### src/rtl/skt_pkg.sv
// shared types and codes for the sorted key table
package skt_pkg;

  typedef enum logic [1:0] {
    OP_INSERT = 2'd0,
    OP_DELETE = 2'd1,
    OP_FIND   = 2'd2
  } skt_op_e;

  typedef enum logic [1:0] {
    ST_OK        = 2'd0,
    ST_MISSING   = 2'd1,
    ST_DUPLICATE = 2'd2,
    ST_FULL      = 2'd3
  } skt_status_e;

  typedef enum logic {
    S_IDLE = 1'b0,
    S_EXEC = 1'b1
  } skt_state_e;

  // per-cycle command broadcast to every cell
  typedef struct packed {
    logic capture;
    logic insert;
    logic remove;
  } skt_cmd_t;

endpackage

### src/rtl/skt_cell.sv
// one table slot: holds a key and data word, compares and shifts with its neighbors
module skt_cell #(
  parameter int KEY_BITS  = 32,
  parameter int DATA_BITS = 32
) (
  input  logic                 clk_i,
  input  skt_pkg::skt_cmd_t    cmd_i,
  input  logic                 occ_i,
  input  logic [KEY_BITS-1:0]  search_key_i,
  input  logic [KEY_BITS-1:0]  new_key_i,
  input  logic [DATA_BITS-1:0] new_data_i,
  input  logic                 left_lt_i,
  input  logic [KEY_BITS-1:0]  left_key_i,
  input  logic [DATA_BITS-1:0] left_data_i,
  input  logic [KEY_BITS-1:0]  right_key_i,
  input  logic [DATA_BITS-1:0] right_data_i,
  output logic [KEY_BITS-1:0]  key_o,
  output logic [DATA_BITS-1:0] data_o,
  output logic                 lt_o,
  output logic                 eq_o
);

  logic [KEY_BITS-1:0]  key_q;
  logic [DATA_BITS-1:0] data_q;
  logic                 lt_q;
  logic                 eq_q;

  always_ff @(posedge clk_i) begin
    if (cmd_i.capture) begin
      lt_q <= occ_i && (key_q < search_key_i);
      eq_q <= occ_i && (key_q == search_key_i);
    end
    if (cmd_i.insert && !lt_q) begin
      // first slot not below the key takes the new entry, the rest move up
      if (left_lt_i) begin
        key_q  <= new_key_i;
        data_q <= new_data_i;
      end else begin
        key_q  <= left_key_i;
        data_q <= left_data_i;
      end
    end else if (cmd_i.remove && !lt_q) begin
      key_q  <= right_key_i;
      data_q <= right_data_i;
    end
  end

  assign key_o  = key_q;
  assign data_o = data_q;
  assign lt_o   = lt_q;
  assign eq_o   = eq_q;

endmodule

### config.mk
export PLATFORM = sky130hd
export DESIGN_NAME = skt_cell
export DESIGN_NICKNAME = d
export VERILOG_FILES = /design/src/rtl/skt_pkg.sv /design/src/rtl/skt_cell.sv
export SDC_FILE = /design/constraint.sdc
export NUM_CORES = 1
export LEC_CHECK = 0
export BUFFER_PORTS_ARGS = -buffer_cell sky130_fd_sc_hd__buf_4
export CORE_AREA = 2 2 116 118
export DETAILED_ROUTE_END_ITERATION = 8
export DIE_AREA = 0 0 118 120
export GPL_TIMING_DRIVEN = 0
export MAX_ROUTING_LAYER = met4
export PLACE_DENSITY = 0.74
export SLEW_MARGIN = 20
export SYNTH_ARGS = -nofsm -noshare
export SYNTH_HDL_FRONTEND = slang
export SYNTH_SLANG_ARGS = --single-unit
### constraint.sdc
create_clock -name clk_i -period 5.25 [get_ports clk_i]
set_input_delay 0.525 -clock clk_i [delete_from_list [all_inputs] [get_ports clk_i]]
set_output_delay 0.525 -clock clk_i [all_outputs]
set_load 0.1 [all_outputs]
==> flow_summary.ini <==
[status]
status = finished clean

[global_routing]
track_usage_pct = 19.97
antenna_found_initial = 0
grt_remaining_overflow = 0
grt_pass1_wl_um = 21370
grt_pass1_vias = 4377
grt_max_degree = 28

[setup_path]
cp_top_family = flip-flops
arrival_ps = 1930
crit_cells = 6
critPathMaxFanout = 3
end_kind = flip-flop
critical_path.max_stage_delay_ps = 430
r2r_start = key_o[11]
r2r-end = lt_o
crit_start = key_o[11]
crit_end = lt_o
critPathKind = reg2reg
slowest_stage = edfxtp_1
crit_buf_inv = 0
worstPathRequired_ps = 5310
worstPathCellList = ha_1 -> nand4_2 -> nor4_2 -> o21ai_1 -> o211ai_1 -> a211oi_2
ff2ff_path_depth = 6
r2r_slack_ps = 3380
worst_setup_path_start_kind = flip-flop

[floorplanning]
top_level_ports = 296
core.rowCount = 42
die_h_um = 120
die_w_um = 118
design.die.area_sq_um = 14160
core_sq_um = 12980
start_util_pct = 32.11

[clock_tree]
clock_latency_ps = 320
clock_sinks = 66
clk_pin_slew_ps = 50
cts_resized = 0
cts.path.max_buffers = 2
cts_max_level = 3
cts_tree = yes
post-cts-setup-buffer-count = 0
numCtsBuffers = 9
cts_root_buffer = clkbuf_16
hold_buffers = 0

[route]
postRouteAntennaNets = 0
viasPerCell = 4.773
wl_per_cell_um = 15.96
drt_first_iter_violations = 149
num_vias = 4215
drc = 0
dr.pass1.iters = 4
drt-total-wl_um = 14090

[cells_and_area]
multi_input_area_sq_um = 1949
fillers = 1151
nets = 964
layout-drive-gt1-share_pct = 46.68
area_growth_pct = 65.66
antenna_cells = 0
seq_area_sq_um = 1982

[sta]
hold_viol = 0
fmax_mhz = 533.7
slew-limit-headroom_pct = 58.45
tightest_slew_ps = 621.8
setup_viol = 0
maxSlewViolCount = 0
hold_slack_ps = 418.6
finalClockSkew_ps = 4.213
min_period_over_period_pct = 35.69
rsz0062_at_grt = no
period_needed_ps = 1874
setup_tns_ps = 0

[logic_synthesis]
ys.warnings.count = 0
netlist_area_sq_um = 4168
synth_seq_cells = 66
postSynthNetCount = 657
postSynthAreaPerCell_sq_um = 10.55
seq_area_frac_synth_pct = 47.55
synth_cell_types = 29
synth_cells = 395

[min_path]
hp-class = in2reg
min_path_cells = 1

[pwr]
p_comb_share_pct = 40.4
power.switching_uw = 792.0
power.total_uw = 2020
peakVddDrop_mv = 0.1534
p_per_area_nw_per_um2 = 292.6
p_seq_share_pct = 33.4
p_sw_share_pct = 39.21
intPower_uw = 1228
total_leakage_power_uw = 0.003470
p_clk_share_pct = 26.1

[place]
gp_routability_congestion = 0.8912
portBuffers = 294
hpwl_um = 11680

[flow_run]
maxCapViolations = 0
## cell type report
type,count,area share (%)
Buffer,21,1.794
Multi-Input combinational cell,276,28.23
Timing Repair Buffer,296,32.66
Tap cell,176,3.190
Inverter,32,1.740
Clock inverter,5,0.3081
Clock buffer,11,3.371
Sequential cell,66,28.71
## state kept, by name (all words and copies together), names as in the netlist
register,count
lt_o,1
eq_o,1
key_o,32
data_o,32
## kinds of logic after synthesis
family | Yosys count | synth area share (%)
simple gates | 91 | 9.967
fa+ha+maj | 32 | 9.607
compound gates | 89 | 11.65
mux | 64 | 15.37
buf+inv | 53 | 5.854
flops | 66 | 47.55
## per-layer routing
metal	vias to the layer above	part of all wire [%]	global-route usage (%)
met3	29	5.9	4.800
met1	1951	40	21.27
li1	2039	-	-
met5	-	0	-
met2	196	52	36.01
met4	0	2.7	7.530
## cell usage after synthesis, drive strengths merged
| cell type | count | area, sq um |
|---|---|---|
| nor2b | 2 | 20.02 |
| o211ai | 1 | 7.510 |
| nor2 | 5 | 18.77 |
| a21o | 3 | 22.52 |
| nand4 | 7 | 56.30 |
| edfxtp | 66 | 1982 |
| inv | 32 | 120.1 |
| ha | 32 | 400.4 |
| mux2i | 64 | 640.6 |
| clkbuf | 5 | 18.77 |
| nand3 | 1 | 5.000 |
| a2bb2oi | 1 | 8.760 |
| o21a | 2 | 15.01 |
| nand4b | 1 | 8.760 |
| a21oi | 11 | 55.05 |
| o221a | 1 | 11.26 |
| o211a | 1 | 10.01 |
| a211oi | 2 | 20.02 |
| nand2 | 70 | 262.8 |
| o21ai | 67 | 335.3 |
| buf | 16 | 105.1 |
| nor4 | 4 | 37.53 |
| nand2b | 1 | 6.260 |
## placed cells by master (no fill, tap or decap), types with 6 or more instances in the layout
| master | n |
|---|---|
| ha_1 | 32 |
| o21ai_1 | 62 |
| a21oi_1 | 11 |
| edfxtp_1 | 66 |
| inv_1 | 32 |
| buf_2 | 6 |
| clkbuf_1 | 7 |
| buf_4 | 304 |
| clkbuf_16 | 9 |
| nand2_1 | 70 |
| mux2i_1 | 64 |
## how the worst min path moves through the flow
stage                     endpoint  slack [ps]  startpoint
after global routing          lt_o         410    cmd_i[2]
after floorplan               eq_o         640    cmd_i[2]
final                         lt_o         420    cmd_i[2]
after global placement        lt_o         740    cmd_i[2]
after detailed placement      lt_o         750    cmd_i[2]
after CTS                     lt_o         410    cmd_i[2]
## power by group through the flow
stage                     logic (uW)  registers [uW]  clock network, uW
after floorplan                  178            1050                  0
after global placement           797             690                  0
after detailed placement         819             686                  0
after CTS                        820             676                538
after global routing             859             681                557
final                            817             675                528
## through the flow
step / setup WS [ps] / std cells / instance area [sq um] / utilization, %
4_1_cts: 3373 / 883 / 6904 / 53.19
3_5_place_dp: 3123 / 867 / 6650 / 51.23
3_3_place_gp: 155.9 / 865 / 6595 / 50.81
2_1_floorplan: 1129 / 395 / 4168 / -
6_report: 3376 / 883 / 6904 / 53.19
5_1_grt: 3210 / 883 / 6904 / 53.19
Note: power is estimated with default switching activity, not from simulation.
